===== config.mk =====
export PLATFORM = sky130hd
export DESIGN_NAME = lrc_cell
export DESIGN_NICKNAME = d
export VERILOG_FILES = /design/src/sv/lrc_pkg.sv /design/src/sv/lrc_cell.sv
export SDC_FILE = /design/constraint.sdc
export NUM_CORES = 1
export LEC_CHECK = 0
export BUFFER_PORTS_ARGS = -buffer_cell sky130_fd_sc_hd__buf_2
export CAP_MARGIN = 0
export CORE_MARGIN = 1
export CORE_UTILIZATION = 30
export CTS_BUF_LIST = sky130_fd_sc_hd__clkbuf_8
export DETAILED_ROUTE_END_ITERATION = 12
export GPL_TIMING_DRIVEN = 0
export REMOVE_ABC_BUFFERS = 1
export SLEW_MARGIN = 20
export SYNTH_ARGS = -nofsm -noshare
export SYNTH_HDL_FRONTEND = slang
export SYNTH_SLANG_ARGS = --single-unit

===== constraint.sdc =====
create_clock -name clk -period 3.9 [get_ports clk]
set_input_delay 0.195 -clock clk [delete_from_list [all_inputs] [get_ports clk]]
set_output_delay 0.195 -clock clk [all_outputs]
set_load 0.01 [all_outputs]

===== src/sv/lrc_pkg.sv =====
`default_nettype none
package lrc_pkg;

  localparam int ENTRIES = 16;
  localparam int IDX_W   = (ENTRIES > 1) ? $clog2(ENTRIES) : 1;
  localparam int SLOT_W  = 4;
  localparam int CTRY_W  = 16;
  localparam int CITY_W  = 32;
  localparam int POP_W   = 32;
  localparam int CNT_W   = 16;

  localparam logic [CNT_W-1:0] CNT_MAX = {CNT_W{1'b1}};
  localparam logic [CNT_W-1:0] CNT_ONE = CNT_W'(1);

  typedef enum logic {
    CMD_LOOKUP = 1'b0,
    CMD_INSERT = 1'b1
  } lrc_cmd_t;

  // Scan token handed from cell to cell. It carries the running victim
  // search of an insert.
  typedef struct packed {
    logic              active;
    lrc_cmd_t          cmd;
    logic              have_empty;
    logic              have_best;
    logic [IDX_W-1:0]  best_idx;
    logic [CNT_W-1:0]  best_cnt;
    logic [CNT_W-1:0]  best_age;
  } lrc_tok_t;

  // Match reported by a cell; all zero when there is none.
  typedef struct packed {
    logic              vld;
    logic [IDX_W-1:0]  idx;
    logic [CTRY_W-1:0] country;
    logic [CITY_W-1:0] city;
    logic [POP_W-1:0]  pop;
    logic [CNT_W-1:0]  cnt;
  } lrc_hit_t;

  // Entry write broadcast to every cell at the end of an insert.
  typedef struct packed {
    logic              en;
    logic [IDX_W-1:0]  idx;
    logic [CTRY_W-1:0] country;
    logic [CITY_W-1:0] city;
    logic [POP_W-1:0]  pop;
  } lrc_wr_t;

  function automatic logic [CNT_W-1:0] sat_inc(input logic [CNT_W-1:0] v);
    return (v == CNT_MAX) ? CNT_MAX : CNT_W'(v + CNT_ONE);
  endfunction

  function automatic logic [SLOT_W-1:0] to_slot(input logic [IDX_W-1:0] idx);
    logic [IDX_W+SLOT_W-1:0] ext;
    ext = {{SLOT_W{1'b0}}, idx};
    return ext[SLOT_W-1:0];
  endfunction

endpackage
`default_nettype wire


===== src/sv/lrc_cell.sv =====
`default_nettype none
module lrc_cell (
  input  wire logic                      clk,
  input  wire logic                      rst_n,
  input  wire logic [lrc_pkg::IDX_W-1:0]  cell_idx,
  input  wire logic                      advance,
  input  wire logic [lrc_pkg::CTRY_W-1:0] q_country,
  input  wire logic [lrc_pkg::CITY_W-1:0] q_city,
  input  wire lrc_pkg::lrc_wr_t           wr,
  input  wire lrc_pkg::lrc_tok_t          tok_in,
  output lrc_pkg::lrc_tok_t               tok_out,
  output lrc_pkg::lrc_hit_t               hit
);

  logic                      valid_r, valid_nxt;
  logic [lrc_pkg::CTRY_W-1:0] country_r, country_nxt;
  logic [lrc_pkg::CITY_W-1:0] city_r, city_nxt;
  logic [lrc_pkg::POP_W-1:0]  pop_r, pop_nxt;
  logic [lrc_pkg::CNT_W-1:0]  cnt_r, cnt_nxt;
  logic [lrc_pkg::CNT_W-1:0]  age_r, age_nxt;
  lrc_pkg::lrc_tok_t          tok_r, tok_nxt;

  logic here, lookup, match, take;

  assign here   = tok_in.active && advance;
  assign lookup = tok_in.cmd == lrc_pkg::CMD_LOOKUP;
  assign match  = valid_r && (country_r == q_country) && (city_r == q_city);

  // An occupied entry replaces the running candidate when it has fewer uses,
  // or as many uses and more age. Earlier slots win exact ties.
  assign take = !tok_in.have_best || (cnt_r < tok_in.best_cnt) ||
                ((cnt_r == tok_in.best_cnt) && (age_r > tok_in.best_age));

  always_comb begin
    valid_nxt   = valid_r;
    country_nxt = country_r;
    city_nxt    = city_r;
    pop_nxt     = pop_r;
    cnt_nxt     = cnt_r;
    age_nxt     = age_r;
    tok_nxt     = tok_in;
    hit         = '0;
    if (wr.en && (wr.idx == cell_idx)) begin
      valid_nxt   = 1'b1;
      country_nxt = wr.country;
      city_nxt    = wr.city;
      pop_nxt     = wr.pop;
      cnt_nxt     = lrc_pkg::CNT_ONE;
      age_nxt     = lrc_pkg::CNT_ONE;
    end else if (tok_in.active && lookup) begin
      // The hit is shown while the token waits here; the entry itself only
      // changes in the cycle the row advances.
      if (here && valid_r) begin
        age_nxt = lrc_pkg::sat_inc(age_r);
      end
      if (match) begin
        if (here) begin
          cnt_nxt = lrc_pkg::sat_inc(cnt_r);
        end
        hit.vld     = 1'b1;
        hit.idx     = cell_idx;
        hit.country = country_r;
        hit.city    = city_r;
        hit.pop     = pop_r;
        hit.cnt     = lrc_pkg::sat_inc(cnt_r);
      end
    end else if (here) begin
      if (!tok_in.have_empty) begin
        if (!valid_r) begin
          tok_nxt.have_empty = 1'b1;
          tok_nxt.best_idx   = cell_idx;
        end else if (take) begin
          tok_nxt.have_best = 1'b1;
          tok_nxt.best_idx  = cell_idx;
          tok_nxt.best_cnt  = cnt_r;
          tok_nxt.best_age  = age_r;
        end
      end
    end
  end

  always_ff @(posedge clk) begin
    if (!rst_n) begin
      valid_r      <= 1'b0;
      tok_r.active <= 1'b0;
    end else begin
      valid_r <= valid_nxt;
      if (advance) begin
        tok_r <= tok_nxt;
      end
    end
  end

  always_ff @(posedge clk) begin
    country_r <= country_nxt;
    city_r    <= city_nxt;
    pop_r     <= pop_nxt;
    cnt_r     <= cnt_nxt;
    age_r     <= age_nxt;
  end

  assign tok_out = tok_r;

endmodule
`default_nettype wire


======== Word level (Yosys, flattened, before mapping) ========
Index checks and enable logic that the tools add are counted.
word-level totals
  bits of input ports ..................... 180
  flip-flop bits (word level) ............. 153
  word-level logic and storage cells ...... 51
cells by class
  equality and inequality tests ........... 6
  bitwise logic cells ..................... 1
  reductions and logical operators ........ 13
  magnitude comparators ................... 2
  mux-type cells .......................... 14
  add/subtract/negate cells ............... 2
operators by type and width
  operator               count
  $mux 101               3
  $mux 38                4
  $mux 37                1
  $add 16x1->16 const B  2
  $eq 16x16->1           2
  $eq 16x16->1 const B   2
  $eq 32x32->1           1
  $mux 16                2
  $mux 32                1
  $gt 16x16->1           1
  $lt 16x16->1           1
  $logic_and 1x1->1      7
  $eq 4x4->1             1
  $mux 4                 1
  $reduce_and 2->1       2
  $reduce_and 3->1       1
  $logic_or 1x1->1       2
  $mux 1                 2
  $logic_not 1->1        1
  $not 1->1              1

======== Depth between registers and ports, before layout ========
Gate-level depths: netlist (run 1).
  depth in word-level cells ............... 9
  mapped depth ............................ 9
  mapped depth without buffers ............ 8

======== Worst setup path after synthesis (run 1) ========
No wires, ideal clock.
  path type ............................... input to register
  from .................................... in cell_idx[1] (netlist bit)
  to ...................................... reg city_r[0] (netlist bit) (enable)
  setup time .............................. 0.476 ns
  cell stages on the path ................. 4
  buffers on the path ..................... 2
  arrival time ............................ 3.403 ns
  slack ................................... 0.021 ns
  data required time ...................... 3.424 ns
  cells stage by stage .................... xor2_1 nor4_1 clkbuf_1 clkbuf_1
between the ends
  word-level cells in the longest chain between the ends .. 2
ends and longest elaborated chain
  what                  line            text
  from (decl)           lrc_cell.sv:5   input wire logic [lrc_pkg::IDX_W-1:0] cell_idx,
  $eq 4x4->1            lrc_cell.sv:43  if (wr.en && (wr.idx == cell_idx)) begin
  $logic_and 1x1->1     lrc_cell.sv:43
  to (signal assigned)  lrc_cell.sv:96  city_r <= city_nxt;
  to (decl)             lrc_cell.sv:17  logic [lrc_pkg::CITY_W-1:0] city_r, city_nxt;
Every way passes these cells.
A chain may end at the register's enable or synchronous reset.

==> results of run 1 <==
registers in the layout, indices dropped and copies added (netlist names):
name       count
tok_out       40
valid_r        1
pop_r         32
cnt_r         16
city_r        32
country_r     16
age_r         16
final cells by class:
class | count | area, um^2 | share of cell area, %
Clock inverter | 15 | 134 | 1.16
Multi-Input combinational cell | 466 | 3630 | 31.5
Antenna cell | 5 | 12.5 | 0.109
Tap cell | 341 | 427 | 3.71
Clock buffer | 17 | 234 | 2.03
Timing Repair Buffer | 429 | 2670 | 23.2
Sequential cell | 153 | 4250 | 37.0
Inverter | 40 | 150 | 1.31
logic make-up (layout without fill, tap and decap cells):
family	Yosys count	count (layout)
AO/OA/AOI/OAI	81	81
XOR/XNOR	75	75
adder cells (fa/ha/maj)	34	34
buffers and inverters	68	501
flip-flops	153	153
multiplexers	40	40
other	0	5
AND/OR/NAND/NOR	236	236
metal layers:
layer / global-route usage, % / wire (um) / vias up
li1: - / - / 3353
met1: 20.0 / 10100 / 3214
met2: 31.6 / 12400 / 246
met3: 4.68 / 1510 / 34
met4: 6.68 / 728 / 2
met5: 0 / 12 / -
through the flow:
stage | setup TNS (ns) | setup WS [ns]
detailed placement | -0.0381 | -0.0144
finish | 0 | 0.408
floorplan | -2488.42 | -12.60
global route | 0 | 0.149
CTS | 0 | 0.298
global placement | -4788.77 | -26.93
worst max-delay path: cells and delay by family (launching register included):
kind	cells	cell delay (ns)
XOR/XNOR	1	0.41
flip-flops	1	0.47
buffers and inverters	4	0.75
AND/OR/NAND/NOR	5	1.14
worst max-delay path by stage:
stage	cells past startpoint	slack, ns	endpoint	from
finish	10	0.41	hit[82]	country_r[5]
global placement	6	-26.93	hit[18]	cell_idx[1]
CTS	10	0.30	hit[82]	country_r[5]
floorplan	4	-12.60	hit[16]	cell_idx[1]
global route	10	0.15	hit[56]	country_r[5]
detailed placement	9	-0.01	hit[82]	country_r[5]
cell usage in the layout, fill, tap and decap left out, types with 6 or more instances in the layout:
master           n
dlygate4sd3_1   82
dfxtp_1         34
nand3_1         23
edfxtp_1       119
a211oi_1        13
a311oi_1        10
mux2_4          28
mux2i_1          6
xor2_1          15
nor4_1           9
nor2_1          14
buf_2          338
nand4_1         34
clkbuf_8        17
xnor2_1         60
ha_1            34
and2_1          89
inv_1           40
a21oi_1         39
mux2_2           6
inv_6            7
and3_1           8
nand2_1         26
what timing repair did:
action                                 4_1_cts  5_1_grt
gates resized for setup                      0        0
setup buffers                                2        0
endpoints found under the hold margin       83        0
hold buffers                                82        0
setup endpoints to repair                   89        0
where the power goes:
group          switching [W]  internal [W]  total [W]
clock               0.000711      0.000467    0.00118
sequential         0.0000311       0.00182    0.00185
combinational       0.000179      0.000220   0.000399
==> results by group, run 1 <==
Die
  – Top Ports: 321
  – Die Y: 167 um
  – Die area: 27,900 um^2
  – Rows: 60
  – Starting Density: 30.4%
  – Core Area: 26,900 um^2
  – Die Wd: 167 um

Synthesis
  – Synthesis-stage register bit count: 153
  – Synth Area in Simple Gates: 17.4%
  – Largest cells by area after synthesis: edfxtp_1 (44%), dfxtp_1 (8.3%), and2_1 (6.9%)
  – Largest family of logic cells by synthesized area: simple AND/OR/NAND/NOR gates
  – EDFF count, synth: 119
  – Synth Area in Compound Gates: 6.84%
  – Synth top area share: 43.7%
  – Post-synth top area cell: edfxtp_1
  – Synthesized cell area: 8180 um^2
  – Synth cell types: 52
  – FFs w/ async S/R, synth: 0%
  – Syn Inst Count: 687
  – Most common cell in the netlist: edfxtp_1
  – Ys flop type: edfxtp_1
  – Ys Warns: 0
  – Post-synthesis xor/xnor area fraction: 8.03%
  – Mux share of post-synthesis cell area: 6.70%
  – Register area share after synthesis: 52.0%
  – Synth Area per Inst: 11.9 um^2
  – Post-Synth Adder-Cell Area: 5.20%
  – Commonest cells in the synthesized netlist: edfxtp_1 (119), and2_1 (90), xnor2_1 (60), inv_1 (40), a21oi_1 (39)

Min path
  – Hold Startpoint: tok_in[30]
  – Hold Path Depth: 2
  – Hold Crit Endpoint: tok_out[30]
  – HP Class: input port to flip-flop

Cells and area
  – Fin nets: 1,321
  – Area Overhead vs Synth: 40.7%
  – Final Non-Filler Cells: 1,466
  – Final Cell Area: 11,500 um^2
  – Layout cell share with drive strength beyond 1: 38.0%
  – Post-layout util: 42.8%
  – Fill cell count: 2,605

Setup path
  – Crit Path Max Fanout: 48
  – Worst setup SP type: flip-flop
  – Reg2reg start: cnt_r[14]
  – RR Endpoint: tok_out[0]
  – Worst setup path category: flip-flop to output pin
  – CP endpoint kind: output pin
  – Arr. time, crit path: 3.30 ns
  – Worst-path cell chain: xnor2_1, nand4_1, nor4_1, nand4_1, buf_4, nor2_4, buf_16, buf_12, and2_1, buf_2
  – CP dominant cell by count: nand4_1
  – Setup slack, reg-to-reg: 0.71 ns
  – Reg2Reg Depth: 8
  – CP max-delay cell: edfxtp_1
  – Worst path max stage delay: 0.47 ns
  – Worst Path Required: 3.70 ns

Outcome
  – Status: completed

STA
  – Final Hold Fails: 0
  – Final setup viols: 0
  – WHS: 0.0479 ns
  – Tmin final: 3.49 ns
  – Final Slew Violations: 0
  – Clock Skew: 0.0170 ns
  – Final worst path period share: 89.5%
  – RSZ-0062 raised after global routing: false
  – Max Clock Freq: 0.286 GHz
  – Max-slew headroom: 41.4%
  – Measured slew at the worst slew-check pin: 0.878 ns

Clocking
  – Clock Path Buffers: 2
  – Clock root buffer master: clkbuf_8
  – Clock sinks: 153
  – Worst-path clk slew: 0.10 ns
  – CTS Buf Count: 17
  – Clock Latency Late Sink: 0.46 ns
  – TritonCTS clock tree: yes
  – H-tree depth: 4

Routing
  – Mean number of vias per cell: 4.67
  – # DRC: 0
  – WL final: 24.8 mm
  – Final ANT Viol Nets: 0
  – Vias: 6,849
  – Drt first-iter violations: 273
  – WL/cell: 16.9 um
  – Drt pass-1 iters: 4

Place
  – Routability cong.: 0.840
  – Placed cell area: 10,300 um^2
  – HPWL after DPL: 19.2 mm
  – Port bufs: 320
  – Inst Count DP: 1,345

Global route
  – Total grt overflow: 0
  – Global-route wire length before repair: 37.7 mm
  – Vias in the first global route: 6,834
  – Initial antenna violation count: 6
  – Global Route Usage Sum: 17.7%
  – Pin count of the biggest net entering global routing: 49

Power
  – PnR Total Power: 0.00342 W
  – Pwr dens: 298 nW/um^2
  – Worst VDD drop: 0.166 mV
  – LEAKAGE: 5.10 nW

Job
  – Max Cap Violations: 0
Note: power is estimated with default switching activity, not from simulation.
==> run 2: changes to the inputs <==
BUFFER_PORTS_ARGS = -buffer_cell sky130_fd_sc_hd__clkbuf_2   (was -buffer_cell sky130_fd_sc_hd__buf_2)
GPL_TIMING_DRIVEN = not set   (was 0)
==> results by group, run 2 (same netlist as run 1, synthesis figures left out) <==
Routing
  – # DRC: 0 (unchanged)
  – Vias: 6,661 (was 6,849)
  – Drt first-iter violations: 334 (was 273)
  – Drt pass-1 iters: 5 (was 4)
  – WL/cell: 17.2 um (was 16.9 um)
  – Final ANT Viol Nets: 0 (unchanged)
  – WL final: 24.8 mm (about the same)
  – Mean number of vias per cell: 4.62 (was 4.67)

Setup path
  – Worst Path Required: 3.70 ns (about the same)
  – CP endpoint kind: output pin (unchanged)
  – CP top delay family: simple AND/OR/NAND/NOR gates (unchanged)
  – Worst-path cell chain: ha_1, nand3_1, nor4_4, nand4_2, a211oi_1, clkbuf_2 (was xnor2_1, nand4_1, nor4_1, nand4_1, buf_4, nor2_4, buf_16, buf_12, and2_1, buf_2)
  – Reg2reg start: cnt_r[14] (unchanged)
  – Worst path max stage delay: 0.51 ns (was 0.47 ns)
  – Worst Setup SP: cnt_r[0] (was country_r[5])
  – Worst setup SP type: flip-flop (unchanged)
  – Worst setup path category: flip-flop to output pin (unchanged)
  – Crit Path Max Fanout: 18 (was 48)
  – CP max-delay cell: a211oi_1 (was edfxtp_1)
  – Arr. time, crit path: 3.06 ns (was 3.30 ns)
  – CP bufs+invs: 1 (was 4)

Die
  – Die Wd: 167 um (unchanged)
  – Die area: 27,900 um^2 (unchanged)
  – Top Ports: 321 (unchanged)
  – Starting Density: 30.4% (unchanged)
  – Die Y: 167 um (unchanged)
  – Core Area: 26,900 um^2 (unchanged)
  – Rows: 60 (unchanged)

Clocking
  – CTS Buf Count: 17 (unchanged)
  – Clock root buffer master: clkbuf_8 (unchanged)
  – Clock Latency Late Sink: 0.45 ns (was 0.46 ns)
  – CTS resizes: 0 (unchanged)
  – H-tree depth: 4 (unchanged)
  – Clock Path Buffers: 2 (unchanged)
  – Worst-path clk slew: 0.10 ns (about the same)
  – Clock sinks: 153 (unchanged)
  – TritonCTS clock tree: yes (unchanged)
  – Setup bufs post-CTS: 0 (was 2)

STA
  – Tmin final: 3.25 ns (was 3.49 ns)
  – WHS: 0.0521 ns (was 0.0479 ns)
  – Final worst path period share: 83.4% (was 89.5%)
  – Max Clock Freq: 0.308 GHz (was 0.286 GHz)
  – Clock Skew: 0.0202 ns (was 0.0170 ns)
  – RSZ-0062 raised after global routing: false (unchanged)
  – Final Slew Violations: 0 (unchanged)
  – Max-slew headroom: 43.1% (was 41.4%)
  – Final setup viols: 0 (unchanged)
  – Measured slew at the worst slew-check pin: 0.853 ns (was 0.878 ns)
  – Total Negative Setup Slacks: 0 ns (unchanged)
  – Final Hold Fails: 0 (unchanged)
  – PnR worst setup slack: 0.649 ns (was 0.408 ns)

Global route
  – Initial antenna violation count: 5 (was 6)
  – Total grt overflow: 0 (unchanged)
  – Vias in the first global route: 6,685 (was 6,834)
  – Global Route Usage Sum: 17.7% (about the same)
  – Pin count of the biggest net entering global routing: 127 (was 49)
  – Global-route wire length before repair: 37.5 mm (was 37.7 mm)

Outcome
  – Status: completed (unchanged)

Power
  – PnR Total Power: 0.00354 W (was 0.00342 W)
  – Worst VDD drop: 0.160 mV (was 0.166 mV)
  – LEAKAGE: 4.93 nW (was 5.10 nW)
  – Pwr dens: 311 nW/um^2 (was 298 nW/um^2)

Place
  – Port bufs: 320 (unchanged)
  – Routability cong.: 0.847 (was 0.840)
  – HPWL after DPL: 18.5 mm (was 19.2 mm)
  – Placed cell area: 10,100 um^2 (was 10,300 um^2)
  – Place WS: 0.913 ns (was -0.0144 ns)

Min path
  – HP Class: input port to flip-flop (unchanged)
  – Hold Startpoint: tok_in[34] (was tok_in[30])

Cells and area
  – Fill cell count: 2,661 (was 2,605)
  – Commonest non-fill, non-tap cells in the layout: clkbuf_2 (320), edfxtp_1 (119), and2_1 (89) (was buf_2 (338), edfxtp_1 (119), and2_1 (89))
  – Final Cell Area: 11,400 um^2 (was 11,500 um^2)
  – Max FFs per register: 40 (unchanged)
  – Commonest non-fill, non-tap cell in the layout: clkbuf_2 (was buf_2)
  – Layout cell share with drive strength beyond 1: 36.8% (was 38.0%)
  – Area Overhead vs Synth: 39.1% (was 40.7%)
  – Fin nets: 1,299 (was 1,321)

Job
  – Max Cap Violations: 0 (unchanged)
==> run 2: changes by cell type in the layout (fill, tap and decap cells not counted), moves of 2 or more <==
cell / change
bufinv_16: +2
buf_4: -2
clkbuf_2: +320
buf_16: -3
buf_2: -338
diode_2: -2
clkinv_2: -2
==> run 2: layer usage <==
metal	wire length [um]	global-route usage (%)	vias up
met5	25	0	-
met1	10200	20.4	3126
li1	-	-	3300
met2	12800	32.3	206
met3	1370	4.54	25
met4	369	4.79	4
==> run 2: final cells by class <==
type / count / area [um^2] / share of cell area [%]
multi-input combinational: 466 / 3630 / 31.9
clock buffer: 17 / 234 / 2.06
sequential: 153 / 4250 / 37.4
antenna: 3 / 7.51 / 0.0660
clock inverter: 15 / 180 / 1.58
tap: 341 / 427 / 3.75
timing repair buffer: 407 / 2500 / 21.9
inverter: 40 / 150 / 1.32
==> run 2: path summary, 6_finish.rpt <==
path | end | slack (ns) | depth (start not counted)
min reg2reg | tok_out[39] | 0.49 | 2
min | tok_out[34] | 0.05 | 2
max | hit[11] | 0.65 | 6
max reg2reg | tok_out[1] | 0.95 | 8
==> run 2: stage by stage <==
| stage | util (%) | cells |
|---|---|---|
| final | 42.3 | 1442 |
| after floorplan | - | 659 |
| after global placement | 37.7 | 1325 |
| after CTS | 42.3 | 1439 |
| after global routing | 42.3 | 1440 |
| after detailed placement | 37.7 | 1325 |
==> run 2: report_power, final <==
part,total [W],switching (W),internal [W]
combinational,0.000395,0.000181,0.000214
sequential,0.00185,0.0000309,0.00182
clock,0.00130,0.000706,0.000593
==> run 2: worst reg2reg max path, stage by stage (launching register included) <==
cell	delay [ns]
dfxtp_1	0.42
ha_1	0.38
nand4_2	0.15
nor4_2	0.41
nor4b_4	0.30
o41ai_2	0.19
a31oi_4	0.21
buf_12	0.29
mux2_2	0.38
==> run 2: timing repair <==
item | 4_1_cts | 5_1_grt
hold buffers | 82 | 0
endpoints found under the hold margin | 83 | 0
endpoints found under the setup margin | 0 | 0
==> run 3: changes to the inputs <==
clock period = 2.6 ns   (was 3.9 ns; I/O delays follow)
==> results by group, run 3 (same netlist as run 1, synthesis figures left out) <==
Place
  – Routability cong.: 0.838 (was 0.847)
  – HPWL after DPL: 19.2 mm (was 18.5 mm)
  – Inst Count DP: 1,384 (was 1,325)
  – Port bufs: 320 (unchanged)

STA
  – Final worst path period share: 112%
  – Clock Skew: 0.0179 ns (was 0.0202 ns)
  – Final Slew Violations: 0 (unchanged)
  – Measured slew at the worst slew-check pin: 0.814 ns (was 0.853 ns)
  – Tmin final: 2.91 ns
  – Max Clock Freq: 0.343 GHz
  – Max-slew headroom: 45.7% (was 43.1%)
  – RSZ-0062 raised after global routing: true (was false)
  – PnR worst setup slack: -0.314 ns (was 0.649 ns)
  – Final setup viols: 135 (was 0)
  – Final Hold Fails: 0 (unchanged)

Clocking
  – Clock Latency Late Sink: 0.45 ns (about the same)
  – H-tree depth: 4 (unchanged)
  – Worst-path clk slew: 0.10 ns (about the same)
  – TritonCTS clock tree: yes (unchanged)
  – CTS Buf Count: 17 (unchanged)
  – Clock root buffer master: clkbuf_8 (unchanged)
  – Clock Path Buffers: 2 (unchanged)
  – Clock sinks: 153 (unchanged)

Routing
  – WL final: 27.5 mm (was 24.8 mm)
  – Vias: 7,327 (was 6,661)
  – # DRC: 0 (unchanged)
  – WL/cell: 17.6 um (was 17.2 um)
  – Final ANT Viol Nets: 0 (unchanged)
  – Drt first-iter violations: 372 (was 334)
  – Drt pass-1 iters: 4 (was 5)
  – Mean number of vias per cell: 4.68 (was 4.62)

Cells and area
  – Layout cell share with drive strength beyond 1: 43.6% (was 36.8%)
  – Commonest non-fill, non-tap cell in the layout: clkbuf_2 (unchanged)
  – Final Non-Filler Cells: 1,564 (was 1,442)
  – Area Overhead vs Synth: 59.0% (was 39.1%)
  – Max FFs per register: 40 (unchanged)
  – Fin nets: 1,420 (was 1,299)
  – Fill cell count: 2,501 (was 2,661)
  – Commonest non-fill, non-tap cells in the layout: clkbuf_2 (270), edfxtp_1 (119), dlygate4sd3_1 (115) (was clkbuf_2 (320), edfxtp_1 (119), and2_1 (89))
  – Multi-input logic area: 3970 um^2 (was 3630 um^2)
  – FF/Latch Area: 4260 um^2 (was 4250 um^2)

Die
  – Rows: 60 (unchanged)
  – Die area: 27,900 um^2 (unchanged)
  – Starting Density: 30.4% (unchanged)
  – Core Area: 26,900 um^2 (unchanged)
  – Top Ports: 321 (unchanged)
  – Die Wd: 167 um (unchanged)
  – Die Y: 167 um (unchanged)

Global route
  – Total grt overflow: 0 (unchanged)
  – Pin count of the biggest net entering global routing: 67 (was 127)
  – Vias in the first global route: 7,294 (was 6,685)
  – Initial antenna violation count: 3 (was 5)
  – Global-route wire length before repair: 40.0 mm (was 37.5 mm)
  – Met1 GRT Util: 21.4% (was 20.4%)
  – Met2 Track Usage GR: 34.5% (was 32.3%)
  – Top Usage Layer GRT: met2 (unchanged)
  – Global Route Usage Sum: 18.8% (was 17.7%)
  – Routing usage on met3: 4.16% (was 4.54%)

Outcome
  – Failing checks: negative setup slack
  – Status: complete, but fails checks (was completed)

Power
  – Pwr dens: 418 nW/um^2 (was 311 nW/um^2)
  – Worst VDD drop: 0.230 mV (was 0.160 mV)
  – LEAKAGE: 5.74 nW (was 4.93 nW)
  – PnR Total Power: 0.00543 W (was 0.00354 W)

Setup path
  – Worst setup path category: flip-flop to output pin (unchanged)
  – Crit Path Max Fanout: 23 (was 18)
  – Worst Path Required: 2.47 ns (was 3.70 ns)
  – Arr. time, crit path: 2.78 ns (was 3.06 ns)
  – CP endpoint kind: output pin (unchanged)
  – Worst setup SP type: flip-flop (unchanged)

Min path
  – HP Class: input port to flip-flop (unchanged)

Job
  – Max Cap Violations: 0 (unchanged)
## run 3: changes by cell type in the layout (fill, tap and decap cells not counted), sizes merged
| cell | change |
|---|---|
| diode | +1 |
| buf | +134 |
| clkbuf | -46 |
| dlygate4sd3 | +33 |
| clkinv | -2 |
| inv | +2 |
## run 3: through the flow
| stage | util (%) | instance area, um^2 | setup slack [ns] | hold slack, ns | TNS, ns |
|---|---|---|---|---|---|
| after floorplan | - | 8020 | -13.77 | 0.229 | -2793.07 |
| after global placement | 39.5 | 10600 | -0.240 | 0.307 | -8.58 |
| after detailed placement | 39.5 | 10600 | -0.226 | 0.309 | -9.30 |
| after CTS | 47.6 | 12800 | -0.323 | 0.00123 | -31.18 |
| after global routing | 48.4 | 13000 | -0.432 | 0.0138 | -45.24 |
| final | 48.4 | 13000 | -0.314 | 0.0358 | -29.43 |
## run 3: worst paths after layout
kind,from,endpoint,slack [ns],depth (start not counted)
setup / recovery,city_r[17],hit[98],-0.31,10
hold / removal,cell_idx[0],tok_out[32],0.04,2
setup reg to reg,cnt_r[15],tok_out[25],-0.14,10
hold reg to reg,tok_out[39],tok_out[39],0.49,2
## run 3: repair_timing
item	in CTS	in global routing
hold buffers	115	0
endpoints found under the hold margin	115	0
setup endpoints to repair	137	147
resized for setup	67	71
buffers inserted	19	4
pin swaps	11	12
gates cloned	3	4
## run 3: report_power, final
| group | switching [W] | internal, W |
|---|---|---|
| combinational | 0.000302 | 0.000393 |
| clock | 0.00107 | 0.000893 |
| sequential | 0.0000433 | 0.00272 |
| total | 0.00142 | 0.00401 |
## run 3: worst max-delay path: stages (launching register included)
cell and delay (ns):
edfxtp_1 0.44, xnor2_1 0.25, nand4_1 0.18, nor4_4 0.35, nand4_1 0.19, buf_6 0.18, nor2_4 0.14, buf_6 0.15
buf_12 0.16, and2_1 0.15, clkbuf_2 0.13
## run 3: final cells by class
class	instances	area share (%)
diodes	4	0.0770
well taps	341	3.28
clock buffers	17	1.80
flip-flops and latches	153	32.8
multi-input cells	466	30.5
repair buffers	528	29.0
clock inverters	15	1.36
inverters	40	1.15
## run 3: metal layers
metal | vias to the layer above | part of all wire, %
li1 | 3550 | -
met1 | 3499 | 41
met2 | 248 | 51
met3 | 30 | 6.3
met4 | 0 | 2.1
met5 | - | 0
